==> src/sv/hts_pkg.sv <==
// ----------------------------------------------------------------------------
// hts_pkg: shared types and constants of the HTML tag stripper
// Byte codes, pattern lengths, pattern lookup functions and the item struct.
// ----------------------------------------------------------------------------
`default_nettype none

package hts_pkg;

  // special bytes
  localparam logic [7:0] CH_LT = 8'h3C;  // '<'
  localparam logic [7:0] CH_GT = 8'h3E;  // '>'

  // pattern lengths
  localparam logic [3:0] SCRIPT_OPEN_LEN  = 4'd7;  // "<script"
  localparam logic [3:0] STYLE_OPEN_LEN   = 4'd6;  // "<style"
  localparam logic [3:0] SCRIPT_CLOSE_LEN = 4'd9;  // "</script>"
  localparam logic [3:0] STYLE_CLOSE_LEN  = 4'd8;  // "</style>"

  // one byte of text travelling between stages
  typedef struct packed {
    logic [7:0] text_byte;
    logic       end_of_text;
  } hts_item_t;

  // expected byte of "<script" at a position
  function automatic logic [7:0] script_open_char(input logic [2:0] pos);
    logic [7:0] ch;
    unique case (pos)
      3'd0:    ch = CH_LT;
      3'd1:    ch = 8'h73;  // s
      3'd2:    ch = 8'h63;  // c
      3'd3:    ch = 8'h72;  // r
      3'd4:    ch = 8'h69;  // i
      3'd5:    ch = 8'h70;  // p
      3'd6:    ch = 8'h74;  // t
      default: ch = 8'h00;
    endcase
    return ch;
  endfunction

  // expected byte of "<style" at a position
  function automatic logic [7:0] style_open_char(input logic [2:0] pos);
    logic [7:0] ch;
    unique case (pos)
      3'd0:    ch = CH_LT;
      3'd1:    ch = 8'h73;  // s
      3'd2:    ch = 8'h74;  // t
      3'd3:    ch = 8'h79;  // y
      3'd4:    ch = 8'h6C;  // l
      3'd5:    ch = 8'h65;  // e
      default: ch = 8'h00;
    endcase
    return ch;
  endfunction

  // expected byte of "</script>" at a position
  function automatic logic [7:0] script_close_char(input logic [3:0] pos);
    logic [7:0] ch;
    unique case (pos)
      4'd0:    ch = CH_LT;
      4'd1:    ch = 8'h2F;  // /
      4'd2:    ch = 8'h73;  // s
      4'd3:    ch = 8'h63;  // c
      4'd4:    ch = 8'h72;  // r
      4'd5:    ch = 8'h69;  // i
      4'd6:    ch = 8'h70;  // p
      4'd7:    ch = 8'h74;  // t
      4'd8:    ch = CH_GT;
      default: ch = 8'h00;
    endcase
    return ch;
  endfunction

  // expected byte of "</style>" at a position
  function automatic logic [7:0] style_close_char(input logic [3:0] pos);
    logic [7:0] ch;
    unique case (pos)
      4'd0:    ch = CH_LT;
      4'd1:    ch = 8'h2F;  // /
      4'd2:    ch = 8'h73;  // s
      4'd3:    ch = 8'h74;  // t
      4'd4:    ch = 8'h79;  // y
      4'd5:    ch = 8'h6C;  // l
      4'd6:    ch = 8'h65;  // e
      4'd7:    ch = CH_GT;
      default: ch = 8'h00;
    endcase
    return ch;
  endfunction

endpackage

`default_nettype wire

==> src/sv/hts_if.sv <==
// ----------------------------------------------------------------------------
// hts_if: stream channels of the HTML tag stripper
// Text byte channel and result channel, valid/ready with payload.
// ----------------------------------------------------------------------------
`default_nettype none

// text byte channel
interface hts_in_if;
  logic       valid;
  logic       ready;
  logic [7:0] text_byte;
  logic       end_of_text;

  modport source (output valid, output text_byte, output end_of_text, input ready);
  modport sink   (input valid, input text_byte, input end_of_text, output ready);
endinterface

// result channel
interface hts_out_if;
  logic       valid;
  logic       ready;
  logic [7:0] out_byte;
  logic       keep;
  logic       last_of_text;

  modport source (output valid, output out_byte, output keep, output last_of_text,
                  input ready);
  modport sink   (input valid, input out_byte, input keep, input last_of_text,
                  output ready);
endinterface

`default_nettype wire

==> src/sv/hts_scan.sv <==
// ----------------------------------------------------------------------------
// hts_scan: tag and section tracker
// Holds the parser state and decides per byte whether it is visible text.
// ----------------------------------------------------------------------------
`default_nettype none

module hts_scan
  import hts_pkg::*;
(
  input  wire logic      clk,
  input  wire logic      rst_n,
  input  wire logic      step,    // the byte below moves on this cycle
  input  wire hts_item_t item,
  output logic           keep
);

  logic       tag_r, tag_nxt;
  logic       before_r, before_nxt;
  logic       script_r, script_nxt;
  logic       style_r, style_nxt;
  logic [2:0] so_r, so_nxt;
  logic [2:0] st_r, st_nxt;
  logic [3:0] cl_r, cl_nxt;

  logic [7:0] b;
  logic       is_lt;
  logic [3:0] cl_len;
  logic [7:0] cl_exp;
  logic [3:0] cl_adv;
  logic [2:0] so_adv;
  logic [2:0] st_adv;
  logic       so_done;
  logic       st_done;

  assign b     = item.text_byte;
  assign is_lt = (b == CH_LT);

  // match counters: advance on the expected byte, restart on '<'
  always_comb begin
    cl_len = script_r ? SCRIPT_CLOSE_LEN : STYLE_CLOSE_LEN;
    cl_exp = script_r ? script_close_char(cl_r) : style_close_char(cl_r);
    if ((cl_r < cl_len) && (b == cl_exp)) begin
      cl_adv = cl_r + 4'd1;
    end else begin
      cl_adv = {3'd0, is_lt};
    end
    if (({1'b0, so_r} < SCRIPT_OPEN_LEN) && (b == script_open_char(so_r))) begin
      so_adv = so_r + 3'd1;
    end else begin
      so_adv = {2'd0, is_lt};
    end
    if (({1'b0, st_r} < STYLE_OPEN_LEN) && (b == style_open_char(st_r))) begin
      st_adv = st_r + 3'd1;
    end else begin
      st_adv = {2'd0, is_lt};
    end
    so_done = ({1'b0, so_adv} == SCRIPT_OPEN_LEN);
    st_done = ({1'b0, st_adv} == STYLE_OPEN_LEN);
  end

  // next state and keep decision
  always_comb begin
    tag_nxt    = tag_r;
    before_nxt = before_r;
    script_nxt = script_r;
    style_nxt  = style_r;
    so_nxt     = so_r;
    st_nxt     = st_r;
    cl_nxt     = cl_r;
    keep       = 1'b0;
    if (script_r || style_r) begin
      // inside a section: only look for its closing tag
      cl_nxt = cl_adv;
      if (cl_adv == cl_len) begin
        script_nxt = 1'b0;
        style_nxt  = 1'b0;
        cl_nxt     = 4'd0;
      end
    end else begin
      so_nxt = so_adv;
      st_nxt = st_adv;
      if (is_lt) begin
        before_nxt = tag_r;
        tag_nxt    = 1'b1;
      end else if (b == CH_GT) begin
        tag_nxt = 1'b0;
      end else begin
        keep = !tag_r;
      end
      if (so_done) begin
        script_nxt = 1'b1;
      end else if (st_done) begin
        style_nxt = 1'b1;
      end
      if (so_done || st_done) begin
        tag_nxt = before_nxt;
        so_nxt  = 3'd0;
        st_nxt  = 3'd0;
        cl_nxt  = 4'd0;
        keep    = 1'b0;
      end
    end
  end

  // state registers, cleared after the last byte of a text
  always_ff @(posedge clk) begin
    if (!rst_n || (step && item.end_of_text)) begin
      tag_r    <= 1'b0;
      before_r <= 1'b0;
      script_r <= 1'b0;
      style_r  <= 1'b0;
      so_r     <= 3'd0;
      st_r     <= 3'd0;
      cl_r     <= 4'd0;
    end else if (step) begin
      tag_r    <= tag_nxt;
      before_r <= before_nxt;
      script_r <= script_nxt;
      style_r  <= style_nxt;
      so_r     <= so_nxt;
      st_r     <= st_nxt;
      cl_r     <= cl_nxt;
    end
  end

  // never in both kinds of section
  a_one_section: assert property (@(posedge clk) disable iff (!rst_n)
    !(script_r && style_r))
    else $error("script and style sections open together");

  // open counters stay idle inside a section
  a_open_idle: assert property (@(posedge clk) disable iff (!rst_n)
    (script_r || style_r) |-> (so_r == 3'd0 && st_r == 3'd0))
    else $error("open match counter moved inside a section");

  // close counter stays below the closing pattern length
  a_close_range: assert property (@(posedge clk) disable iff (!rst_n)
    (cl_r < SCRIPT_CLOSE_LEN) && (!style_r || cl_r < STYLE_CLOSE_LEN))
    else $error("close match counter out of range");

  // end of text puts everything back to reset
  a_text_end: assert property (@(posedge clk) disable iff (!rst_n)
    (step && item.end_of_text) |=>
      (!tag_r && !before_r && !script_r && !style_r && so_r == 3'd0 &&
       st_r == 3'd0 && cl_r == 4'd0))
    else $error("state not cleared after end of text");

endmodule

`default_nettype wire

==> src/sv/html_tag_stripper.sv <==
// ----------------------------------------------------------------------------
// html_tag_stripper: visible text marker for an HTML byte stream
// Input register, per-byte tag/section tracking and a result register.
// ----------------------------------------------------------------------------
// Takes one byte per cycle, unless the result channel stalls, and returns
// every byte in order with a keep flag that is high for visible text: bytes
// inside tags and inside script and style sections are marked dropped.
// Sustained rate is one byte per clock while the result channel is ready.
// The input register captures a byte at its transfer edge; the result
// register then takes it together with the keep flag from the tracker's
// state update, and presents it on the result channel. A stalled result
// holds the input register, which then holds off the text channel. Mark
// the final byte of a text with end_of_text; the tracker returns to its
// reset state right after it.
`default_nettype none

module html_tag_stripper
  import hts_pkg::*;
(
  input  wire logic clk,
  input  wire logic rst_n,
  hts_in_if.sink    in_ch,
  hts_out_if.source out_ch
);

  logic       s1_valid_r;
  hts_item_t  s1_item_r;
  logic       s1_move;
  logic       keep;
  logic       out_valid_r;
  logic [7:0] out_byte_r;
  logic       out_keep_r;
  logic       out_last_r;

  // stage one advances when the result register is free or being drained
  assign s1_move     = s1_valid_r && (!out_valid_r || out_ch.ready);
  assign in_ch.ready = !s1_valid_r || s1_move;

  // input register
  always_ff @(posedge clk) begin
    if (!rst_n) begin
      s1_valid_r <= 1'b0;
    end else if (in_ch.ready) begin
      s1_valid_r <= in_ch.valid;
    end
  end

  always_ff @(posedge clk) begin
    if (in_ch.ready && in_ch.valid) begin
      s1_item_r.text_byte   <= in_ch.text_byte;
      s1_item_r.end_of_text <= in_ch.end_of_text;
    end
  end

  // tracker
  hts_scan u_scan (
    .clk   (clk),
    .rst_n (rst_n),
    .step  (s1_move),
    .item  (s1_item_r),
    .keep  (keep)
  );

  // result register
  always_ff @(posedge clk) begin
    if (!rst_n) begin
      out_valid_r <= 1'b0;
    end else if (s1_move) begin
      out_valid_r <= 1'b1;
    end else if (out_ch.ready) begin
      out_valid_r <= 1'b0;
    end
  end

  always_ff @(posedge clk) begin
    if (s1_move) begin
      out_byte_r <= s1_item_r.text_byte;
      out_keep_r <= keep;
      out_last_r <= s1_item_r.end_of_text;
    end
  end

  assign out_ch.valid        = out_valid_r;
  assign out_ch.out_byte     = out_byte_r;
  assign out_ch.keep         = out_keep_r;
  assign out_ch.last_of_text = out_last_r;

endmodule

`default_nettype wire
==> src/flat_wrapper.sv <==
// flat-port wrapper written by rule: the top's interface ports become plain ports
module html_tag_stripper_flat import hts_pkg::*;
  (clk, rst_n, in_ch_valid, in_ch_text_byte, in_ch_end_of_text, in_ch_ready, out_ch_valid, out_ch_out_byte, out_ch_keep, out_ch_last_of_text, out_ch_ready);
  hts_in_if in_ch_i ();
  hts_out_if out_ch_i ();
  input  wire logic clk;
  input  wire logic rst_n;
  input wire logic [$bits(in_ch_i.valid)-1:0] in_ch_valid;
  input wire logic [$bits(in_ch_i.text_byte)-1:0] in_ch_text_byte;
  input wire logic [$bits(in_ch_i.end_of_text)-1:0] in_ch_end_of_text;
  output wire logic [$bits(in_ch_i.ready)-1:0] in_ch_ready;
  output wire logic [$bits(out_ch_i.valid)-1:0] out_ch_valid;
  output wire logic [$bits(out_ch_i.out_byte)-1:0] out_ch_out_byte;
  output wire logic [$bits(out_ch_i.keep)-1:0] out_ch_keep;
  output wire logic [$bits(out_ch_i.last_of_text)-1:0] out_ch_last_of_text;
  input wire logic [$bits(out_ch_i.ready)-1:0] out_ch_ready;
  assign in_ch_i.valid = in_ch_valid;
  assign in_ch_i.text_byte = in_ch_text_byte;
  assign in_ch_i.end_of_text = in_ch_end_of_text;
  assign in_ch_ready = in_ch_i.ready;
  assign out_ch_valid = out_ch_i.valid;
  assign out_ch_out_byte = out_ch_i.out_byte;
  assign out_ch_keep = out_ch_i.keep;
  assign out_ch_last_of_text = out_ch_i.last_of_text;
  assign out_ch_i.ready = out_ch_ready;
  html_tag_stripper u_core (.clk(clk), .rst_n(rst_n), .in_ch(in_ch_i), .out_ch(out_ch_i));
endmodule
==> config.mk <==
export PLATFORM = sky130hd
export DESIGN_NAME = html_tag_stripper_flat
export DESIGN_NICKNAME = d
export VERILOG_FILES = /design/src/sv/hts_pkg.sv /design/src/sv/hts_if.sv /design/src/sv/hts_scan.sv /design/src/sv/html_tag_stripper.sv /design/src/flat_wrapper.sv
export SDC_FILE = /design/constraint.sdc
export NUM_CORES = 1
export LEC_CHECK = 0
export BUFFER_PORTS_ARGS = -buffer_cell sky130_fd_sc_hd__buf_2
export CORE_ASPECT_RATIO = 0.75
export CORE_UTILIZATION = 54
export DETAILED_ROUTE_END_ITERATION = 8
export GPL_ROUTABILITY_DRIVEN = 0
export PLACE_DENSITY = 0.78
export SLEW_MARGIN = 20
export SYNTH_ARGS = -nofsm -noshare
export SYNTH_HDL_FRONTEND = slang
export SYNTH_SLANG_ARGS = --single-unit
==> constraint.sdc <==
create_clock -name clk -period 3.06 [get_ports clk]
set_input_delay 0.612 -clock clk [delete_from_list [all_inputs] [get_ports clk]]
set_output_delay 0.612 -clock clk [all_outputs]
set_load 0.005 [all_outputs]
# Word level (Yosys, flattened, before mapping)
# Memories as Yosys holds them, arrays and structs flattened. A register that Yosys moved wholly into a read port is not among the register bits.
# Cells that the tools add are included.
word_totals:
  regBits: 35
  romBits: 160
  input_bits: 13
  output_inout_bits: 12
  n_memories: 2
classes:
  addsub: 3
  n_lt_le_gt_ge: 3
  n_eq_ne: 21
  mux: 29
  bitwise: 1
  reduce_logical: 28
memory_table:
  columns: ["name", "words", "word_bits", "read_ports", "rd_clocked_by_memory_dff", "wr", "line_no", "source"]
  rows:
  - ["(no name shown)", 16, 7, 1, 1, 0, "hts_pkg.sv:59", "unique case (pos)"]
  - ["(no name shown)", 8, 6, 1, 1, 0, "hts_pkg.sv:77", "unique case (pos)"]
ops:
  columns: ["op", "n"]
  rows:
  - ["7-bit case mux with 7 select lines", 1]
  - ["7-bit case mux with 6 select lines", 1]
  - ["8-bit equality test", 3]
  - ["4-bit two-way mux", 6]
  - ["3-bit equality test, second input constant", 7]
  - ["3-bit two-way mux", 6]
  - ["8-bit by 6-bit equality test with 1-bit output, second input constant", 2]
  - ["8-bit two-way mux", 2]
  - ["1-bit two-way mux", 13]
  - ["3-bit by 2-bit equality test with 1-bit output, second input constant", 4]
  - ["2-bit nonzero test", 4]
  - ["3-bit by 1-bit adder with 3-bit output, second input constant", 2]
  - ["3-bit by 1-bit equality test with 1-bit output, second input constant", 2]
  - ["1-bit logical AND", 6]
  - ["3-bit zero test", 2]
  - ["3-bit less-than comparator, second input constant", 2]
  - ["3-bit AND reduction", 2]
  - ["1-bit logical OR", 5]
  - ["4-bit by 1-bit adder with 4-bit output, second input constant", 1]
  - ["4-bit equality test", 1]
  - ["1-bit zero test", 4]
  - ["4-bit less-than comparator", 1]
  - ["2-bit by 1-bit inequality test with 1-bit output, second input constant", 2]
  - ["2-bit AND reduction", 2]
  - ["other kinds (4)", 4]

# Longest topological paths before layout
# Gate-level depths: netlist of run 1.
depth:
  word_depth: 11
  depth_mapped: 13
  ltp_nobuf: 12

# Modules after synthesis
# A second synthesis of run 1 with hierarchy kept.
unflattened:
  cells_unflattened: 272
  hier_area_um2: 2695.1
modules_own_cells:
  columns: ["module", "instances", "cells_per_inst", "area_each_um2"]
  rows:
  - ["hts_scan", 1, 244, 2020.7]
  - ["html_tag_stripper", 1, 28, 674.4]

# Worst setup path before layout of run 1
# No wires, ideal clock.
synth_timing:
  path_type: "reg-to-reg"
  start: "register u_core.u_scan.st_r[0]"
  end: "register (tool-made name)"
  setup_time_ns: 0.121
  arrival_ns: 3.067
  required_ns: 2.939
  path_slack_ns: -0.128
  stages_incl_launch_ff: 12
  path_buffers: 0
  period_less_slack_ns: 3.188
  path_cell_list: "dfxtp_1 inv_1 ha_1 or4_1 a21oi_1 nor2_1 a2111oi_4 o21ai_4 mux2i_2 inv_1 ha_1 mux2_4"
synth_lines:
  columns: ["item", "line_no", "source"]
  rows:
  - ["start: declaration", "hts_scan.sv:22", "logic [2:0] st_r, st_nxt;"]
  - ["start signal: assignment", "hts_scan.sv:121", "st_r <= st_nxt;"]

==> results.sh, run 1 <==
export IMPL_ys_seq_elements=48
export IMPL_grt_pass1_vias=2457
export IMPL_postSynthAreaPerCell_um2=9.47
export IMPL_layout_setup_ws_ns=0.0383
export IMPL_routed_wl_um=7580
export IMPL_p_per_area_mw_per_mm2=338
export IMPL_drt_pass1_iter_count=5
export IMPL_dp_slack_ns=-0.137
export IMPL_path_cells="inv_1, ha_1, or3_1, a21oi_2, xnor2_2, a2111oi_4, buf_4, o21ai_4, mux2i_4, buf_4, buf_4, nor2b_1, a221oi_2"
export IMPL_h_tree_depth=2
export IMPL_dr_wl_met3_um=421
export IMPL_hold_viol=0
export IMPL_power_mw=1.27
export IMPL_clk_pin_slew_ns=0.09
export IMPL_holdPathStages=1
export IMPL_finClkSkew_ns=0.00807
export IMPL_dp_hpwl_um=5070
export IMPL_reg2regPathDepth=13
export IMPL_fin_crit_sh_pct=98.7
export IMPL_insertion_delay_ns=0.30
export IMPL_ys_async_sr_fraction_pct=0
export IMPL_row_count=23
export IMPL_topRoutingLayerUsed="met4"
export IMPL_cts_sinks=48
export IMPL_cp_arrival_ns=3.24
export IMPL_synth_area_leaders="dfxtp_1 19%, edfxtp_1 19%, ha_1 7.1%, a21oi_1 4.5%, nor2_1 3.1%"
export IMPL_hold_end="u_core.s1_item_r[2]$_DFFE_PP_"
export IMPL_cp_common_cell="buf_4"
export IMPL_cpPeakStageDelay_ns=0.40
export IMPL_synth_edf_count=19
export IMPL_port_buffer_count=24
export IMPL_p_leak_nw=1.39
export IMPL_peakVddDrop_uv=266
export IMPL_die_area_mm2=0.00583
export IMPL_syn_nets=345
export IMPL_synth_main_ff_cell="dfxtp_1"
export IMPL_syn_area_mm2=0.00298
export IMPL_yosys_warnings=0
export IMPL_antenna_cells=0
export IMPL_die_h_um=66.4
export IMPL_grt_overflow_total=0
export IMPL_cts_path_max_buffers=2
export IMPL_core_area_mm2=0.00532
export IMPL_wl_met1_um=3510
export IMPL_viasPerCell=5.91
export IMPL_tritoncts="yes"
export IMPL_synth_common_cells="29 x dfxtp_1, 27 x a21oi_1, 25 x nor2_1, 20 x nand2_1, 19 x edfxtp_1"
export IMPL_tightest_slew_ns=0.570
export IMPL_post_drt_wl_per_cell_um=17.0
export IMPL_min_from="in_ch_text_byte[1]"
export IMPL_fmax_mhz=331
export IMPL_drv_cap=0
export IMPL_root_buffer="clkbuf_8"
export IMPL_ys_seq_area_share_pct=38.6
export IMPL_yosysTopAreaCell="dfxtp_1"
export IMPL_outcome="finished, final reports clean"
export IMPL_grt_pass1_wl_um=11700
export IMPL_grt_max_degree=16
export IMPL_nNetsFinal=401
export IMPL_relSlewSlack_pct=61.8
export IMPL_drive_gt1_share_pct=32.8
export IMPL_drc_errors=0
export IMPL_dr_first_iter_drc_count=133
export IMPL_wl_met2_um=3510
export IMPL_final_antenna_net_count=0
export IMPL_endpoint_kind="flip-flop"
export IMPL_die_w_um=87.8
export IMPL_slew_violations=0
export IMPL_grt_total_usage_pct=26.6
export IMPL_vias=2644
export IMPL_start_util_pct=56.1
export IMPL_cp_num_buf_inv=4
export IMPL_yosysTopAreaCellShare_pct=19.5
export IMPL_finish_utilization_pct=70.6
export IMPL_rrSetupSlack_ns=0.04
export IMPL_io_pins=25
export IMPL_timing_rr_start="u_core.u_scan.st_r[0]$_SDFFE_PN0P_"
export IMPL_path_class="reg2reg"
export IMPL_hp_class="in2reg"
export IMPL_antenna_found_initial=0
export IMPL_setup_tns_ns=0
export IMPL_synth_cell_type_count=75
export IMPL_critPathSlowestCell="dfxtp_4"
export IMPL_critPathLaunchType="flip-flop"
export IMPL_final_min_clock_period_ns=3.02
export IMPL_area_delta_synth_final_pct=26.0
export IMPL_synthCells=315
export IMPL_critPathMaxFanout=7
export IMPL_synth_most_common_cell="dfxtp_1"
export IMPL_required_ns=3.27
export IMPL_setup_violations=0
export IMPL_crit_family="compound AO/OA/AOI/OAI gates"
export IMPL_numCtsBuffers=5
logic make-up after synthesis:
kind of cell	share of synthesized area, %
simple gates	22.2
mux	4.11
buf+inv	3.82
flops	38.6
fa+ha+maj	7.13
xor+xnor	2.05
compound gates	22.1
metal layers:
metal | up-vias | global-route usage, %
li1 | 1281 | -
met1 | 1250 | 36.2
met2 | 98 | 42.7
met3 | 15 | 4.87
met4 | 0 | 7.58
met5 | - | 0
what timing repair did:
action / CTS / global route
gates resized for setup: 8 / 27
buffers inserted: 2 / 3
pin swaps: 2 / 12
hold buffers: 0 / 0
setup endpoints to repair: 11 / 13
area by class of cell:
type                            instances  area (um2)
Multi-Input combinational cell        237        1920
Fill cell                             377        1560
Sequential cell                        48        1160
Timing Repair Buffer                   61         410
Tap cell                               75        93.8
Clock buffer                            5        68.8
Inverter                               18        67.6
Clock inverter                          3        41.3
report_power, final:
group / internal, mW / leakage [nW] / switching, mW / total, mW
combinational: 0.0471 / 0.915 / 0.0643 / 0.111
sequential: 0.679 / 0.415 / 0.0159 / 0.695
clock: 0.243 / 0.0585 / 0.221 / 0.463
through the flow:
step           hold WS [ns]  cell area [um2]  instances
5_1_grt               0.459             3760        447
6_report              0.474             3760        447
3_3_place_gp          0.447             3430        434
2_1_floorplan         0.424             3010        315
4_1_cts               0.467             3600        444
3_5_place_dp          0.470             3430        434
worst max-delay path by stage:
stage	startpoint	endpoint	cells after the start
after floorplan	u_core.u_scan.st_r[1]$_SDFFE_PN0P_	flip-flop	11
after global placement	u_core.u_scan.so_r[0]$_SDFFE_PN0P_	flip-flop	11
after detailed placement	u_core.u_scan.so_r[0]$_SDFFE_PN0P_	flip-flop	11
after CTS	u_core.u_scan.so_r[0]$_SDFFE_PN0P_	flip-flop	11
after global routing	u_core.u_scan.st_r[1]$_SDFFE_PN0P_	flip-flop	15
final	u_core.u_scan.st_r[0]$_SDFFE_PN0P_	flip-flop	13
layout by cell type, fill, tap and decap left out, drive strengths merged, types with 5 or more instances in the layout:
| cell | netlist | final |
|---|---|---|
| nor4 | 5 | 5 |
| clkbuf | 11 | 5 |
| nand2 | 21 | 21 |
| nor2 | 25 | 25 |
| nor3 | 6 | 6 |
| dfxtp | 29 | 29 |
| a21o | 5 | 5 |
| and2 | 7 | 7 |
| a21boi | 5 | 5 |
| nand3 | 9 | 9 |
| edfxtp | 19 | 19 |
| ha | 17 | 17 |
| mux2i | 7 | 7 |
| a21oi | 28 | 28 |
| inv | 18 | 19 |
| buf | 1 | 61 |
| o21ai | 13 | 13 |
(Power assumes the default switching activity.)
==> run 2, diff against run 1 <==
--- a/config.mk
+++ b/config.mk
@@ -7,11 +7,12 @@
 export LEC_CHECK = 0
 export BUFFER_PORTS_ARGS = -buffer_cell sky130_fd_sc_hd__buf_2
 export CORE_ASPECT_RATIO = 0.75
-export CORE_UTILIZATION = 54
+export CORE_UTILIZATION = 53
 export DETAILED_ROUTE_END_ITERATION = 8
 export GPL_ROUTABILITY_DRIVEN = 0
-export PLACE_DENSITY = 0.78
+export PLACE_DENSITY = 0.77
 export SLEW_MARGIN = 20
 export SYNTH_ARGS = -nofsm -noshare
 export SYNTH_HDL_FRONTEND = slang
+export SYNTH_HIERARCHICAL = 1
 export SYNTH_SLANG_ARGS = --single-unit
==> results.sh, run 2 <==
export IMPL_cp_num_buf_inv=2
export IMPL_relSlewSlack_pct=44.3
export IMPL_ys_async_sr_fraction_pct=0
export IMPL_synth_cell_type_count=64
export IMPL_slew_violations=0
export IMPL_min_from="u_core/s1_item_r[0]$_DFFE_PP_"
export IMPL_die_w_um=84.3
export IMPL_hp_class="reg2reg"
export IMPL_drt_pass1_iter_count=9
export IMPL_worstSetupStartpoint="u_core/u_scan/so_r[0]$_SDFFE_PP0P_"
export IMPL_synth_most_common_cell="dfxtp_1"
export IMPL_finClkSkew_ns=0.0120
export IMPL_critPathMaxFanout=5
export IMPL_switching_power_mw=0.288
export IMPL_port_buffer_count=24
export IMPL_yosysTopAreaCell="dfxtp_1"
export IMPL_yosysTopAreaCellShare_pct=21.5
export IMPL_antenna_cells=0
export IMPL_final_cell_mix="34 x buf_4, 26 x dfxtp_1, 24 x buf_2, 19 x edfxtp_1, 17 x nand2_1"
export IMPL_post_drt_wl_per_cell_um=17.3
export IMPL_cts_sinks=48
export IMPL_p_per_area_mw_per_mm2=378
export IMPL_drive_gt1_share_pct=32.8
export IMPL_insertion_delay_ns=0.31
export IMPL_required_ns=3.28
export IMPL_layout_setup_ws_ns=-0.0531
export IMPL_mostFrequentLayoutCell="buf_4"
export IMPL_antenna_found_initial=0
export IMPL_synth_main_ff_cell="dfxtp_1"
export IMPL_synthCells=272
export IMPL_fmax_mhz=321
export IMPL_grt_pass1_wl_um=10400
export IMPL_final_min_clock_period_ns=3.11
export IMPL_critPathLaunchType="flip-flop"
export IMPL_grt_overflow_total=0
export IMPL_numCtsBuffers=5
export IMPL_path_cells="inv_4, ha_4, or3_4, a21o_1, a221oi_2, o2111a_2, o31ai_4, a32oi_2, nand2b_4, ha_4, inv_2, or4_4, o311ai_2"
export IMPL_power_mw=1.27
export IMPL_cp_arrival_ns=3.33
export IMPL_h_tree_depth=2
export IMPL_p_int_mw=0.979
export IMPL_fin_crit_sh_pct=102
export IMPL_p_leak_nw=1.38
export IMPL_dr_first_iter_drc_count=206
export IMPL_ctsHoldBuffers=0
export IMPL_cts_path_max_buffers=2
export IMPL_ys_seq_area_share_pct=42.7
export IMPL_dp_slack_ns=-0.104
export IMPL_post_dp_cell_area_mm2=0.00310
export IMPL_dp_hpwl_um=4750
export IMPL_die_h_um=63.8
export IMPL_synth_area_leaders="dfxtp_1 22%, edfxtp_1 21%, ha_1 7.9%, xnor2_1 2.6%, nand2_1 2.5%"
export IMPL_drv_cap=0
export IMPL_violations="DRC, setup timing"
export IMPL_critPathSlowestCell="or4_4"
export IMPL_fin_area_mm2=0.00336
export IMPL_fin_cells=386
export IMPL_path_class="reg2reg"
export IMPL_row_count=22
export IMPL_clock_power_share_pct=38.5
export IMPL_cpPeakStageDelay_ns=0.47
export IMPL_timing_rr_start="u_core/u_scan/so_r[0]$_SDFFE_PP0P_"
export IMPL_core_area_mm2=0.00490
export IMPL_num_fill_cells=364
export IMPL_postSynthAreaPerCell_um2=9.91
export IMPL_grt_max_degree=18
export IMPL_hold_viol=0
export IMPL_viasPerCell=6.07
export IMPL_area_delta_synth_final_pct=24.6
export IMPL_tightest_slew_ns=0.835
export IMPL_cp_common_cell="ha_4"
export IMPL_grt_total_usage_pct=25.2
export IMPL_combPwrFrac_pct=6.2
export IMPL_drc_errors=1
export IMPL_setup_violations=3
export IMPL_yosys_warnings=6
export IMPL_routed_wl_um=6660
export IMPL_rrSetupSlack_ns=-0.05
export IMPL_final_antenna_net_count=0
export IMPL_syn_area_mm2=0.00270
export IMPL_reg2regPathDepth=13
export IMPL_dp_cells=372
export IMPL_vias=2343
export IMPL_clk_pin_slew_ns=0.09
export IMPL_io_pins=25
export IMPL_synth_common_cells="29 x dfxtp_1, 19 x edfxtp_1, 18 x nand2_1, 17 x ha_1"
export IMPL_synth_edf_count=19
export IMPL_die_area_mm2=0.00538
export IMPL_outcome="complete, but fails checks"
export IMPL_peakVddDrop_uv=261
export IMPL_tritoncts="yes"
export IMPL_nNetsFinal=355
export IMPL_endpoint_kind="flip-flop"
export IMPL_start_util_pct=55.0
export IMPL_crit_family="compound AO/OA/AOI/OAI gates"
export IMPL_swShare_pct=22.7
export IMPL_syn_nets=302
export IMPL_p_seq_share_pct=55.3
export IMPL_cp_depth=13
export IMPL_ys_seq_elements=48
export IMPL_root_buffer="clkbuf_8"
export IMPL_rsz0062_at_grt="yes"
export IMPL_grt_pass1_vias=2167
export IMPL_finish_utilization_pct=68.5
-- run 2: changes by cell type after synthesis, moves of 3 or more --
| cell | previous run | this run |
|---|---|---|
| a21boi_0 | 3 | 0 |
| a21o_1 | 4 | 1 |
| a21oi_1 | 27 | 13 |
| a221o_1 | 1 | 5 |
| a22oi_1 | 1 | 5 |
| a31oi_1 | 0 | 5 |
| and2_1 | 7 | 3 |
| and3_1 | 3 | 7 |
| clkbuf_1 | 11 | 8 |
| nor2_1 | 25 | 15 |
| nor4b_1 | 4 | 0 |
| or3_1 | 3 | 8 |
| xnor2_1 | 3 | 8 |
-- run 2: layout make-up --
class / count / area [um2] / area share, %
flip-flops and latches: 48 / 1160 / 34.6
clock buffers: 7 / 119 / 3.54
multi-input cells: 197 / 1560 / 46.5
well taps: 60 / 75.1 / 2.24
repair buffers: 58 / 375 / 11.2
clock inverters: 1 / 8.76 / 0.261
inverters: 15 / 58.8 / 1.75
-- run 2: how the worst min path moves through the flow --
stage / end / slack (ns) / cells past startpoint
finish: u_core/out_ch.last_of_text$_DFFE_PP_ / 0.46 / 0
floorplan: u_core/out_ch.out_byte[4]$_DFFE_PP_ / 0.42 / 0
detailed placement: u_core/out_ch.last_of_text$_DFFE_PP_ / 0.44 / 0
global placement: u_core/out_ch.last_of_text$_DFFE_PP_ / 0.44 / 0
CTS: u_core/out_ch.last_of_text$_DFFE_PP_ / 0.46 / 0
global route: u_core/s1_item_r[2]$_DFFE_PP_ / 0.46 / 1
-- run 2: repair_timing --
| action | 4_1_cts | 5_1_grt |
|---|---|---|
| cloned | 0 | 0 |
| setup buffers | 2 | 4 |
| setup endpoints to repair | 6 | 10 |
| pin swaps | 3 | 7 |
| resized for setup | 7 | 13 |
-- run 2: power by group through the flow --
stage	Combinational, mW	Sequential (mW)	Clock (mW)
6_report	0.0791	0.701	0.488
2_1_floorplan	0.0478	0.705	0
3_3_place_gp	0.0732	0.713	0
5_1_grt	0.0859	0.702	0.518
4_1_cts	0.0770	0.699	0.495
3_5_place_dp	0.0749	0.714	0
-- run 2: metal layers --
| layer | wire, um | share of wire (%) | global-route usage [%] | up-vias |
|---|---|---|---|---|
| met2 | 3120 | 47 | 40.1 | 110 |
| met3 | 453 | 6.8 | 6.07 | 18 |
| met1 | 2950 | 44 | 33.7 | 1098 |
| met4 | 140 | 2.1 | 9.32 | 0 |
| met5 | 0 | 0 | 0 | - |
| li1 | - | - | - | 1117 |
-- run 2: worst reg2reg max path: stages, from the launching register on --
cell and delay, ns:
dfxtp_4 0.41, inv_4 0.06, ha_4 0.17, or3_4 0.39
a21o_1 0.17, a221oi_2 0.33, o2111a_2 0.30, o31ai_4 0.08
a32oi_2 0.19, nand2b_4 0.18, ha_4 0.15, inv_2 0.04
or4_4 0.47, o311ai_2 0.08
-- run 2: stage by stage --
stage	TNS, ns	hold WS (ns)
CTS	0	0.457
global placement	0	0.442
detailed placement	-0.303	0.436
floorplan	-0.0553	0.424
global route	-0.668	0.457
finish	-0.105	0.456
-- run 2: logic make-up after synthesis --
group	Yosys count	synth area share, %
and+or+nand+nor	97	20.8
AOI/OAI and AO/OA	66	18.3
DFF	48	42.7
buffers and inverters	27	4.36
adders and majority gates	17	7.89
xor gates and xnor gates	10	3.25
muxes	7	2.74
